===== src/rfltm_pkg.sv =====
`timescale 1ns / 1ps

package rfltm_pkg;

  localparam logic [7:0] HDR_BYTE0 = 8'hAB;
  localparam logic [7:0] HDR_BYTE1 = 8'hCD;
  localparam logic [7:0] CRC_POLY  = 8'h31;
  localparam logic [7:0] CRC_INIT  = 8'hFF;

  // frame byte positions
  localparam int unsigned POS_HDR0    = 0;
  localparam int unsigned POS_HDR1    = 1;
  localparam int unsigned POS_PAY_LO  = 2;
  localparam int unsigned POS_PAY_HI  = 9;
  localparam int unsigned POS_CRC     = 10;
  localparam int unsigned PAY_BYTES   = 8;

  localparam logic [9:0]  THR_CLAMP   = 10'd1000;
  localparam logic [10:0] THR_SAT     = 11'd2047;

  localparam logic [15:0] TIMEOUT_RST = 16'd100;
  localparam logic [5:0]  MIN_THR_RST = 6'd48;

  localparam int unsigned CFG_AW = 4;

  typedef enum logic [1:0] {
    REG_ARMED   = 2'd0,
    REG_TIMEOUT = 2'd1,
    REG_MIN_THR = 2'd2
  } reg_idx_t;

  typedef enum logic [1:0] {
    FST_NONE = 2'd0,
    FST_GOOD = 2'd1,
    FST_BAD  = 2'd2
  } frame_st_t;

  typedef logic [10:0]         thr_t;
  typedef thr_t [3:0]          thr_arr_t;
  typedef logic [PAY_BYTES*8-1:0] payload_t;

  typedef struct packed {
    logic        armed;
    logic [15:0] link_timeout_ms;
    logic [5:0]  min_throttle;
  } cfg_t;

  typedef struct packed {
    logic     done;
    logic     good;
    payload_t payload;
  } frame_res_t;

  // CRC-8, MSB first, one byte
  function automatic logic [7:0] crc8_byte(input logic [7:0] crc, input logic [7:0] b);
    logic [7:0] c;
    c = crc ^ b;
    for (int k = 0; k < 8; k++) begin
      c = c[7] ? ({c[6:0], 1'b0} ^ CRC_POLY) : {c[6:0], 1'b0};
    end
    return c;
  endfunction

endpackage


===== src/rc_frame_link_throttle_map_top.sv =====
`timescale 1ns / 1ps
// Channel   Direction  Handshake             Payload
// in        input      in_valid / in_stall   in_command, in_rx_byte, in_now_ms
// out       output     out_valid / out_stall throttles, strobe, link, status, intervals
// cfg       input      psel/penable/pwrite   paddr, pwdata, prdata, pready
//
// One transaction per cycle sustained while out_stall is low.
// Item goes through an input register, then frame/link logic into the result register.
// Reset (rst_n low, synchronous) clears link state, throttles, interval max; sets interval min to ones; no clear pass.
// out_stall holds the result register; the input register stalls behind it while full.

module rc_frame_link_throttle_map_top #(
  parameter int unsigned FRAME_BYTES = 11
) (
  input  logic                         clk,
  input  logic                         rst_n,
  input  logic                         in_valid,
  output logic                         in_stall,
  input  logic                         in_command,
  input  logic [7:0]                   in_rx_byte,
  input  logic [31:0]                  in_now_ms,
  output logic                         out_valid,
  input  logic                         out_stall,
  output logic [10:0]                  out_throttle_0,
  output logic [10:0]                  out_throttle_1,
  output logic [10:0]                  out_throttle_2,
  output logic [10:0]                  out_throttle_3,
  output logic                         out_write_strobe,
  output logic                         out_link_up,
  output logic [1:0]                   out_frame_status,
  output logic [31:0]                  out_interval_min,
  output logic [31:0]                  out_interval_max,
  input  logic                         psel,
  input  logic                         penable,
  input  logic                         pwrite,
  input  logic [rfltm_pkg::CFG_AW-1:0] paddr,
  input  logic [31:0]                  pwdata,
  output logic [31:0]                  prdata,
  output logic                         pready
);

  rfltm_pkg::cfg_t        cfg;
  rfltm_pkg::frame_res_t  frm;
  rfltm_pkg::thr_arr_t    mapped;

  // input register
  logic        s1_valid_r;
  logic        s1_cmd_r;
  logic [7:0]  s1_byte_r;
  logic [31:0] s1_now_r;
  logic        advance;

  // link state
  logic                 connected_r, connected_nxt;
  logic                 fresh_r, fresh_nxt;
  logic [31:0]          last_good_r, last_good_nxt;
  logic [31:0]          imin_r, imin_nxt;
  logic [31:0]          imax_r, imax_nxt;
  rfltm_pkg::thr_arr_t  thr_r, thr_nxt;
  rfltm_pkg::payload_t  latched_r, latched_nxt;

  // result register
  logic                 out_valid_r, out_valid_nxt;
  logic                 strobe_r, strobe_nxt;
  rfltm_pkg::frame_st_t status_r, status_nxt;

  logic [31:0] elapsed;
  logic        conn_tick;

  rfltm_regs u_regs (
    .clk     (clk),
    .rst_n   (rst_n),
    .psel    (psel),
    .penable (penable),
    .pwrite  (pwrite),
    .paddr   (paddr),
    .pwdata  (pwdata),
    .prdata  (prdata),
    .pready  (pready),
    .cfg     (cfg)
  );

  rfltm_frame_rx #(
    .FRAME_BYTES (FRAME_BYTES)
  ) u_frame_rx (
    .clk     (clk),
    .rst_n   (rst_n),
    .byte_en (advance && !s1_cmd_r),
    .rx_byte (s1_byte_r),
    .frm     (frm)
  );

  rfltm_map u_map (
    .payload      (latched_r),
    .min_throttle (cfg.min_throttle),
    .thr          (mapped)
  );

  assign advance  = s1_valid_r && (!out_valid_r || !out_stall);
  assign in_stall = s1_valid_r && !advance;

  always_ff @(posedge clk) begin
    if (!rst_n) begin
      s1_valid_r <= 1'b0;
    end else if (in_valid && !in_stall) begin
      s1_valid_r <= 1'b1;
    end else if (advance) begin
      s1_valid_r <= 1'b0;
    end
  end

  always_ff @(posedge clk) begin
    if (in_valid && !in_stall) begin
      s1_cmd_r  <= in_command;
      s1_byte_r <= in_rx_byte;
      s1_now_r  <= in_now_ms;
    end
  end

  assign elapsed   = s1_now_r - last_good_r;
  assign conn_tick = connected_r && !(elapsed > 32'(cfg.link_timeout_ms));

  always_comb begin
    connected_nxt = connected_r;
    fresh_nxt     = fresh_r;
    last_good_nxt = last_good_r;
    imin_nxt      = imin_r;
    imax_nxt      = imax_r;
    thr_nxt       = thr_r;
    latched_nxt   = latched_r;
    strobe_nxt    = 1'b0;
    status_nxt    = rfltm_pkg::FST_NONE;
    if (!s1_cmd_r) begin
      if (frm.done) begin
        status_nxt = frm.good ? rfltm_pkg::FST_GOOD : rfltm_pkg::FST_BAD;
        if (!connected_r) begin
          if (frm.good) begin
            latched_nxt   = frm.payload;
            last_good_nxt = s1_now_r;
            connected_nxt = 1'b1;
          end
        end else if (frm.good) begin
          latched_nxt   = frm.payload;
          fresh_nxt     = 1'b1;
          last_good_nxt = s1_now_r;
          if (elapsed > imax_r) imax_nxt = elapsed;
          if (elapsed < imin_r) imin_nxt = elapsed;
        end else begin
          connected_nxt = 1'b0;
        end
      end
    end else begin
      connected_nxt = conn_tick;
      if (conn_tick && cfg.armed) begin
        if (fresh_r) begin
          fresh_nxt  = 1'b0;
          thr_nxt    = mapped;
          strobe_nxt = 1'b1;
        end
      end else begin
        thr_nxt    = '0;
        strobe_nxt = 1'b1;
      end
    end
  end

  always_comb begin
    if (advance) begin
      out_valid_nxt = 1'b1;
    end else if (!out_stall) begin
      out_valid_nxt = 1'b0;
    end else begin
      out_valid_nxt = out_valid_r;
    end
  end

  // state moves only with a result load, so it always matches the held result
  always_ff @(posedge clk) begin
    if (!rst_n) begin
      out_valid_r <= 1'b0;
      connected_r <= 1'b0;
      fresh_r     <= 1'b0;
      last_good_r <= '0;
      imin_r      <= '1;
      imax_r      <= '0;
      thr_r       <= '0;
      strobe_r    <= 1'b0;
      status_r    <= rfltm_pkg::FST_NONE;
    end else begin
      out_valid_r <= out_valid_nxt;
      if (advance) begin
        connected_r <= connected_nxt;
        fresh_r     <= fresh_nxt;
        last_good_r <= last_good_nxt;
        imin_r      <= imin_nxt;
        imax_r      <= imax_nxt;
        thr_r       <= thr_nxt;
        strobe_r    <= strobe_nxt;
        status_r    <= status_nxt;
      end
    end
  end

  always_ff @(posedge clk) begin
    if (advance) begin
      latched_r <= latched_nxt;
    end
  end

  assign out_valid        = out_valid_r;
  assign out_throttle_0   = thr_r[0];
  assign out_throttle_1   = thr_r[1];
  assign out_throttle_2   = thr_r[2];
  assign out_throttle_3   = thr_r[3];
  assign out_write_strobe = strobe_r;
  assign out_link_up      = connected_r;
  assign out_frame_status = status_r;
  assign out_interval_min = imin_r;
  assign out_interval_max = imax_r;

  a_status_no_strobe: assert property (@(posedge clk) disable iff (!rst_n)
    (out_valid_r && status_r != rfltm_pkg::FST_NONE) |-> !strobe_r)
    else $error("frame status and motor strobe in one transaction");

  a_down_zero: assert property (@(posedge clk) disable iff (!rst_n)
    (out_valid_r && strobe_r && !connected_r) |-> (thr_r == '0))
    else $error("strobe with link down carries nonzero throttle");

  a_interval_order: assert property (@(posedge clk) disable iff (!rst_n)
    (imin_r != '1) |-> (imin_r <= imax_r))
    else $error("interval minimum above maximum");

  a_stall_needs_full: assert property (@(posedge clk) disable iff (!rst_n)
    in_stall |-> (s1_valid_r && out_valid_r && out_stall))
    else $error("input stalled with room downstream");

  a_state_frozen: assert property (@(posedge clk) disable iff (!rst_n)
    (!advance && $past(rst_n)) |=> $stable(connected_r) && $stable(thr_r))
    else $error("link state moved without a result load");

endmodule


===== src/rfltm_regs.sv =====
`timescale 1ns / 1ps

module rfltm_regs (
  input  logic                           clk,
  input  logic                           rst_n,
  input  logic                           psel,
  input  logic                           penable,
  input  logic                           pwrite,
  input  logic [rfltm_pkg::CFG_AW-1:0]   paddr,
  input  logic [31:0]                    pwdata,
  output logic [31:0]                    prdata,
  output logic                           pready,
  output rfltm_pkg::cfg_t                cfg
);

  rfltm_pkg::cfg_t  cfg_r;
  rfltm_pkg::reg_idx_t idx;
  logic             wr_en;

  assign pready = 1'b1;
  assign idx    = rfltm_pkg::reg_idx_t'(paddr[3:2]);
  assign wr_en  = psel && penable && pwrite && pready;
  assign cfg    = cfg_r;

  always_ff @(posedge clk) begin
    if (!rst_n) begin
      cfg_r.armed           <= 1'b0;
      cfg_r.link_timeout_ms <= rfltm_pkg::TIMEOUT_RST;
      cfg_r.min_throttle    <= rfltm_pkg::MIN_THR_RST;
    end else if (wr_en) begin
      case (idx)
        rfltm_pkg::REG_ARMED:   cfg_r.armed           <= pwdata[0];
        rfltm_pkg::REG_TIMEOUT: cfg_r.link_timeout_ms <= pwdata[15:0];
        rfltm_pkg::REG_MIN_THR: cfg_r.min_throttle    <= pwdata[5:0];
        default: ;
      endcase
    end
  end

  always_comb begin
    case (idx)
      rfltm_pkg::REG_ARMED:   prdata = {31'd0, cfg_r.armed};
      rfltm_pkg::REG_TIMEOUT: prdata = {16'd0, cfg_r.link_timeout_ms};
      rfltm_pkg::REG_MIN_THR: prdata = {26'd0, cfg_r.min_throttle};
      default:                prdata = 32'd0;
    endcase
  end

endmodule


===== src/rfltm_frame_rx.sv =====
`timescale 1ns / 1ps

module rfltm_frame_rx #(
  parameter int unsigned FRAME_BYTES = 11
) (
  input  logic                   clk,
  input  logic                   rst_n,
  input  logic                   byte_en,
  input  logic [7:0]             rx_byte,
  output rfltm_pkg::frame_res_t  frm
);

  localparam int unsigned POS_W = $clog2(FRAME_BYTES);

  logic [POS_W-1:0] pos_r, pos_nxt;
  logic             hdr_ok_r, hdr_ok_nxt;
  logic             crc_ok_r, crc_ok_nxt;
  logic [7:0]       crc_r, crc_nxt;
  logic [7:0][7:0]  pay_r;
  logic             last_pos, at_hdr0, at_hdr1, at_pay, at_crc;
  logic [POS_W-1:0] pay_off;

  assign last_pos = (pos_r == POS_W'(FRAME_BYTES - 1));
  assign at_hdr0  = (pos_r == POS_W'(rfltm_pkg::POS_HDR0));
  assign at_hdr1  = (pos_r == POS_W'(rfltm_pkg::POS_HDR1));
  assign at_crc   = (pos_r == POS_W'(rfltm_pkg::POS_CRC));
  assign at_pay   = (pos_r >= POS_W'(rfltm_pkg::POS_PAY_LO)) &&
                    (pos_r <= POS_W'(rfltm_pkg::POS_PAY_HI));
  assign pay_off  = pos_r - POS_W'(rfltm_pkg::POS_PAY_LO);

  always_comb begin
    pos_nxt    = last_pos ? '0 : pos_r + POS_W'(1);
    hdr_ok_nxt = hdr_ok_r;
    crc_ok_nxt = crc_ok_r;
    crc_nxt    = crc_r;
    if (at_hdr0) begin
      hdr_ok_nxt = (rx_byte == rfltm_pkg::HDR_BYTE0);
      crc_nxt    = rfltm_pkg::CRC_INIT;
    end
    if (at_hdr1) begin
      hdr_ok_nxt = hdr_ok_r && (rx_byte == rfltm_pkg::HDR_BYTE1);
    end
    if (at_pay) begin
      crc_nxt = rfltm_pkg::crc8_byte(crc_r, rx_byte);
    end
    if (at_crc) begin
      crc_ok_nxt = (crc_r == rx_byte);
    end
  end

  always_ff @(posedge clk) begin
    if (!rst_n) begin
      pos_r    <= '0;
      hdr_ok_r <= 1'b0;
      crc_ok_r <= 1'b0;
      crc_r    <= rfltm_pkg::CRC_INIT;
    end else if (byte_en) begin
      pos_r    <= pos_nxt;
      hdr_ok_r <= hdr_ok_nxt;
      crc_ok_r <= crc_ok_nxt;
      crc_r    <= crc_nxt;
    end
  end

  always_ff @(posedge clk) begin
    if (byte_en && at_pay) begin
      pay_r[pay_off[2:0]] <= rx_byte;
    end
  end

  // the last byte is never a payload byte, so the stored payload is complete
  assign frm.done    = byte_en && last_pos;
  assign frm.good    = hdr_ok_r && crc_ok_nxt;
  assign frm.payload = pay_r;

endmodule


===== src/rfltm_map.sv =====
`timescale 1ns / 1ps

module rfltm_map (
  input  rfltm_pkg::payload_t  payload,
  input  logic [5:0]           min_throttle,
  output rfltm_pkg::thr_arr_t  thr
);

  logic [3:0][15:0] raw;
  logic [3:0][9:0]  vc;
  logic [3:0][9:0]  vm1;
  logic [3:0][11:0] sum;

  // (v-1)*1999/999 equals 2*(v-1), plus one only at v = 1000
  always_comb begin
    for (int i = 0; i < 4; i++) begin
      raw[i] = payload[16*i +: 16];
      vc[i]  = (raw[i] > 16'(rfltm_pkg::THR_CLAMP)) ? rfltm_pkg::THR_CLAMP : raw[i][9:0];
      vm1[i] = vc[i] - 10'd1;
      sum[i] = 12'({vm1[i], 1'b0}) + 12'(vc[i] == rfltm_pkg::THR_CLAMP) + 12'(min_throttle);
      if (vc[i] == 10'd0) begin
        thr[i] = '0;
      end else if (sum[i][11]) begin
        thr[i] = rfltm_pkg::THR_SAT;
      end else begin
        thr[i] = sum[i][10:0];
      end
    end
  end

endmodule


===== config.mk =====
export PLATFORM = sky130hd
export DESIGN_NAME = rc_frame_link_throttle_map_top
export DESIGN_NICKNAME = d
export VERILOG_FILES = /design/src/rfltm_pkg.sv /design/src/rc_frame_link_throttle_map_top.sv /design/src/rfltm_regs.sv /design/src/rfltm_frame_rx.sv /design/src/rfltm_map.sv
export SDC_FILE = /design/constraint.sdc
export NUM_CORES = 1
export LEC_CHECK = 0
export ABC_AREA = 1
export BUFFER_PORTS_ARGS = -buffer_cell sky130_fd_sc_hd__buf_4
export CAP_MARGIN = 15
export CORE_MARGIN = 3
export CORE_UTILIZATION = 35
export DETAILED_ROUTE_END_ITERATION = 8
export GPL_TIMING_DRIVEN = 0
export PLACE_DENSITY = 0.64
export SETUP_SLACK_MARGIN = 0.2
export SYNTH_ARGS = -nofsm -noshare
export SYNTH_HDL_FRONTEND = slang
export SYNTH_SLANG_ARGS = --single-unit

===== constraint.sdc =====
create_clock -name clk -period 18.18 [get_ports clk]
set_clock_uncertainty 0.15 [all_clocks]
set_input_delay 3.636 -clock clk [delete_from_list [all_inputs] [get_ports clk]]
set_output_delay 3.636 -clock clk [all_outputs]
set_load 0.01 [all_outputs]

# Word level (Yosys, flattened, before mapping)
# Cells that the tools add are included.
op_classes:
  n_addsub: 15
  n_lt_le_gt_ge: 11
  eq_ne: 14
  mux: 50
  bitwise: 10
  reduce_logical: 44
op_table:
  columns: ["op", "n"]
  rows:
  - ["11-bit two-way mux", 8]
  - ["44-bit two-way mux", 2]
  - ["64-bit bitwise mux", 1]
  - ["16-bit by 10-bit > comparator with 1-bit output, second input constant", 4]
  - ["11-bit by 1-bit adder with 12-bit output", 4]
  - ["12-bit by 6-bit adder with 12-bit output", 4]
  - ["6-bit two-way mux", 8]
  - ["16-bit case mux with 3 select lines", 1]
  - ["10-bit == test, second input constant", 4]
  - ["10-bit logical NOT", 4]
  - ["10-bit two-way mux", 4]
  - ["10-bit by 1-bit subtractor with 10-bit output, second input constant", 4]
  - ["32-bit by 16-bit > comparator with 1-bit output", 1]
  - ["32-bit > comparator", 1]
  - ["32-bit less-than comparator", 1]
  - ["32-bit subtractor", 1]
  - ["8-bit demux with 3-bit select", 1]
  - ["8-bit two-way mux", 3]
  - ["3-bit NOT", 8]
  - ["1-bit two-way mux", 18]
  - ["8-bit == test, second input constant", 2]
  - ["1-bit logical AND", 14]
  - ["2-bit AND reduction", 6]
  - ["6-bit AND reduction", 2]
  - ["25 further kinds", 38]
totals:
  reg_bits: 353
  elab_cells: 176

# Logic depth before layout (Yosys ltp)
depth:
  word_depth: 18
  depth_mapped: 29

# Cells and area by module
# A second synthesis with hierarchy kept.
hier_totals:
  hier_cells: 2895
  area_unflattened_um2: 21444.3
by_module_without_submodules:
  columns: ["module", "instances", "cells_per_inst", "area_each_um2", "seq_area_each_um2"]
  rows:
  - ["rc_frame_link_throttle_map_top", 1, 1791, 13590.5, 6095.8]
  - ["rfltm_map", 1, 632, 3458.3, 0.0]
  - ["rfltm_frame_rx", 1, 266, 3119.2, 2202.1]
  - ["rfltm_regs", 1, 206, 1276.2, 460.4]

# Least setup slack after synthesis
# No wires, ideal clock.
synth_path:
  path_type: "input -> register"
  startpoint: "input port out_stall"
  endpoint: "register latched_r[0] (enable)"
  setup_time_ps: 567
  arrival_time_ps: 8400
  t_required_ps: 17463
  setup_slack_ps: 9063
  stages: 5
  path_cell_list: "nand2_1 inv_1 nor2_1 inv_1 nor3_1"
synth_via:
  elab_chain_cells: 6
synth_rtl:
  columns: ["item", "line", "text"]
  rows:
  - ["start: declaration", "rc_frame_link_throttle_map_top.sv:23", "input logic out_stall,"]
  - ["1-bit logical NOT (*)", null, null]
  - ["1-bit logical OR (*)", "rc_frame_link_throttle_map_top.sv:99", "assign advance = s1_valid_r && (!out_valid_r || !out_stall);"]
  - ["1-bit logical AND (*)", "rc_frame_link_throttle_map_top.sv:99", null]
  - ["1-bit logical AND", "rc_frame_link_throttle_map_top.sv:88", ".byte_en (advance && !s1_cmd_r),"]
  - ["1-bit logical AND", "rfltm_frame_rx.sv:72", "assign frm.done = byte_en && last_pos;"]
  - ["4-bit AND reduction (no line) (*)", null, null]
  - ["end signal: assignment", "rc_frame_link_throttle_map_top.sv:206", "latched_r <= latched_nxt;"]
  - ["end: declaration", "rc_frame_link_throttle_map_top.sv:60", "rfltm_pkg::payload_t latched_r, latched_nxt;"]
# Mark *: on every way between the ends. The rest lies on a longest branch, timed or not.
# A chain may end at the register's enable or synchronous reset.

# Final worst setup path
layout_path:
  startpoint: "input port paddr[3] in the netlist's numbering"
  endpoint: "output port prdata[2]"
layout_via:
  elab_chain_cells: 2
  elab_cells_between_ends: 4
  cone_classes: "eq/ne (2); mux (1); reduce/logical (1)"
layout_rtl:
  columns: ["item", "line", "text"]
  rows:
  - ["start: declaration", "rc_frame_link_throttle_map_top.sv:36", "input logic [rfltm_pkg::CFG_AW-1:0] paddr,"]
  - ["2-bit == test, or another cell as far along", "rfltm_regs.sv:41", "case (idx)"]
  - ["16-bit case mux with 3 select lines (*)", "rfltm_regs.sv:41", null]
  - ["end: declaration", "rc_frame_link_throttle_map_top.sv:38", "output logic [31:0] prdata,"]
# Marks and branches as above.

==> reports/metrics.cfg <==
[run]
cap_violations=0

[timing]
setup_viol=0
post-route-period-util_pct=47.36
hold_viol=0
tightest_slew_ns=0.9831
tns_ns=0
slew_violations=0
fin_crit_ns=8.611
rsz0062_at_grt=false
worst_slack_ns=9.569
relSlewSlack_pct=33.96
max_freq_mhz=116.1
fin_hold_ws_ns=0.2625

[cells_and_area]
syn2layout_area_growth_pct=19.08
nFillCells=5842
seq_area_sq_um=8758
drive_gt1_share_pct=12.70
fin_util_pct=42.22
nets=3080
instances_no_fill=3642
multi_input_area_sq_um=9313
fin_area_sq_um=23900

[floorplan]
rows=87
io_pins=231
dieArea_sq_um=60250
die_x_um=245.5
die_y_um=245.5
core_area_sq_um=56600
start_util_pct=35.45

[placement]
gp_congestion=0.9180
placed_cells=3565
dp_hpwl_mm=42.37
io_buffers=194
place_ws_ns=9.468
placed_area_sq_um=22630

[clock_network]
cts_resized=0
numCtsBuffers=40
cts.sinks=353
clk_latency_ns=0.59
htree_levels=2
clkTransAtPathRegs_ns=0.06
cts_root_buffer=clkbuf_16
clockBufferDepth=3
cts_setup_buffers=0
postCtsHoldBufs=0
cts_tree=done

[worst_setup_path]
required_ns=14.39
cp.arrival_ns=4.82
slowest_delay_ns=0.50
worstSetupStartpointType=primary input
cp_max_fo=7
path_delay_family=buffers and inverters
cp_num_buf_inv=3
crit_slowest_cell=o21ai_0
path_common_cell=buf_4
cp.depth=5
regToRegSetupSlack_ns=13.08
worstReg2RegStart=s1_now_r[0]$_DFFE_PP_
worst-setup-path-type=primary input to primary output
crit_chain=buf_4 -> nor2_1 -> inv_1 -> o21ai_0 -> buf_4
rr_endpoint=out_throttle_2[5]$_SDFFE_PN0P_
reg2reg_depth=28
cp-end-kind=primary output

[logic_synthesis]
ys_warn_count=0
ys_top_cells_by_area=edfxtp_1 25%, dfxtp_1 18%, nand2_1 11%, ha_1 8.6%, inv_1 7.8%
synth_top_area_share_pct=25.29
syn_inst=2592
seq_area_frac_synth_pct=43.64
synth_edf_count=169
ys_ff_latch=353
synthFlopType=dfxtp_1
ys_types=52
netlist_area_sq_um=20070
synth.avg_cell_area_sq_um=7.742
async_flop_share_pct=0
yosysTopAreaCell=edfxtp_1

[detailed_routing]
drt_iter0_drc=1010
dr.pass1.iters=6
avgRoutedWirePerCell_um=14.80
drcViolationCount=0
vias=16840
drt-total-wl_mm=53.92
via_per_inst=4.624
drtAntennaViolNets=0

[power_and_ir_drop]
power_mw=1.848
p_per_area_nw_per_um2=77.34
peakVddDrop_v=0.00008450
power.leakage_nw=11.03

[worst_hold_path]
holdPathEnd=latched_r[1]$_DFFE_PP_
min_path_type=flop to flop
min-delay-start=u_frame_rx.frm[1]$_DFFE_PP_
whs_path_depth=0

[global_route]
antenna_found_initial=4
grt-ovfl-total=0
grt_pass1_wl_mm=83.81
grt_max_degree=38
first_global_vias=15250
grtUsageTotal_pct=17.64

[status]
outcome=finished clean

-- cells by family (layout without fill, tap and decap cells) --
family / after synthesis / in the layout / share of synthesized area, %
AND/OR/NAND/NOR: 1177 / 1177 / 24.47
buffers and inverters: 507 / 782 / 10.29
flip-flops: 353 / 353 / 43.64
AO/OA/AOI/OAI: 345 / 345 / 9.627
adder cells (fa/ha/maj): 143 / 143 / 9.103
XOR/XNOR: 65 / 65 / 2.837
other: 2 / 21 / 0.03742
-- metal layers --
metal | part of all wire [%] | global-route usage, % | up-vias
met3 | 6.0 | 3.217 | 73
met2 | 45 | 28.96 | 408
met4 | 2.9 | 5.870 | 0
li1 | - | - | 8859
met5 | 0 | 0 | -
met1 | 46 | 23.48 | 7499
-- worst max path at each step --
stage | startpoint | to | slack (ns)
floorplan | out_stall | latched_r[0]$_DFFE_PP_ | 9.06
global placement | out_stall | latched_r[55]$_DFFE_PP_ | 6.96
detailed placement | paddr[2] | prdata[0] | 9.47
CTS | paddr[2] | prdata[0] | 9.48
global route | paddr[2] | prdata[0] | 9.54
finish | paddr[3] | prdata[2] | 9.57
-- where the power goes --
group	switching [mW]	internal (mW)	total, mW
logic	0.134	0.0805	0.214
registers	0.0132	0.844	0.857
clock network	0.332	0.445	0.777
-- cell usage after synthesis (2+ instances only) --
| cell | count |
|---|---|
| fa_1 | 5 |
| o21ai_0 | 121 |
| o211ai_1 | 40 |
| o221a_2 | 2 |
| nor3_1 | 36 |
| clkinv_1 | 3 |
| a31oi_1 | 5 |
| nor3_2 | 2 |
| buf_6 | 10 |
| xor2_1 | 44 |
| nand3_1 | 96 |
| buf_2 | 9 |
| xnor2_1 | 21 |
| o22ai_1 | 3 |
| nand2_1 | 584 |
| nand2_2 | 15 |
| nand4_1 | 39 |
| nor2_4 | 3 |
| or2_2 | 4 |
| or2_1 | 4 |
| dfxtp_1 | 184 |
| a21oi_1 | 145 |
| buf_4 | 20 |
| a31o_2 | 2 |
| a21o_1 | 7 |
| o21a_1 | 2 |
| and2_1 | 4 |
| o21bai_1 | 7 |
| buf_1 | 5 |
| nor4_1 | 7 |
| nor2_1 | 349 |
| nand3b_1 | 10 |
| inv_1 | 416 |
| nor2_2 | 20 |
| clkbuf_1 | 27 |
| edfxtp_1 | 169 |
| ha_1 | 138 |
| nand3_2 | 3 |
| conb_1 | 2 |
| inv_2 | 17 |
-- worst register-to-register path, delay by kind of cell, from the launching register on --
family | cells | cell delay (ns)
flops | 1 | 0.33
compound gates | 1 | 0.18
buf+inv | 4 | 0.58
xor+xnor | 1 | 0.63
simple gates | 19 | 2.11
fa+ha+maj | 3 | 1.03
-- registers in the layout, indices dropped and copies added, names as in the netlist, 2 cells and up --
name	count
out_interval_max	32
out_throttle_1	11
out_interval_min	32
s1_byte_r	8
u_frame_rx.crc_r	8
u_frame_rx.pos_r	4
u_regs.cfg	23
s1_now_r	32
out_throttle_3	11
out_frame_status	2
latched_r	64
out_throttle_2	11
out_throttle_0	11
last_good_r	32
u_frame_rx.frm	64
-- layout by cell type, fill, tap and decap left out, types with 6 or more instances in the layout --
cell and count:
buf_2 11, conb_1 17, nor2_1 349, clkinv_1 9, inv_1 415, nand3_1 96, nand2_2 15, inv_2 18
o21bai_1 7, buf_4 215, nand2_1 584, xnor2_1 21, ha_1 138, xor2_1 44, o211ai_1 40, a21oi_1 145
clkbuf_1 41, nand3b_1 10, buf_6 14, edfxtp_1 169, a21o_1 7, nor2_2 20, o21ai_0 121, dfxtp_1 184
nor4_1 6, nand4_1 39, nor3_1 35, clkbuf_16 40
-- final cells by class --
| type | instances | share of cell area, % |
|---|---|---|
| clock buffer | 55 | 4.466 |
| inverter | 436 | 6.849 |
| tap | 756 | 3.958 |
| multi-input combinational | 1747 | 38.97 |
| timing repair buffer | 204 | 6.513 |
| sequential | 353 | 36.65 |
| clock inverter | 16 | 0.7592 |
| antenna | 4 | 0.04189 |
| buffer | 71 | 1.791 |
Power figures use the tool's default switching activity.
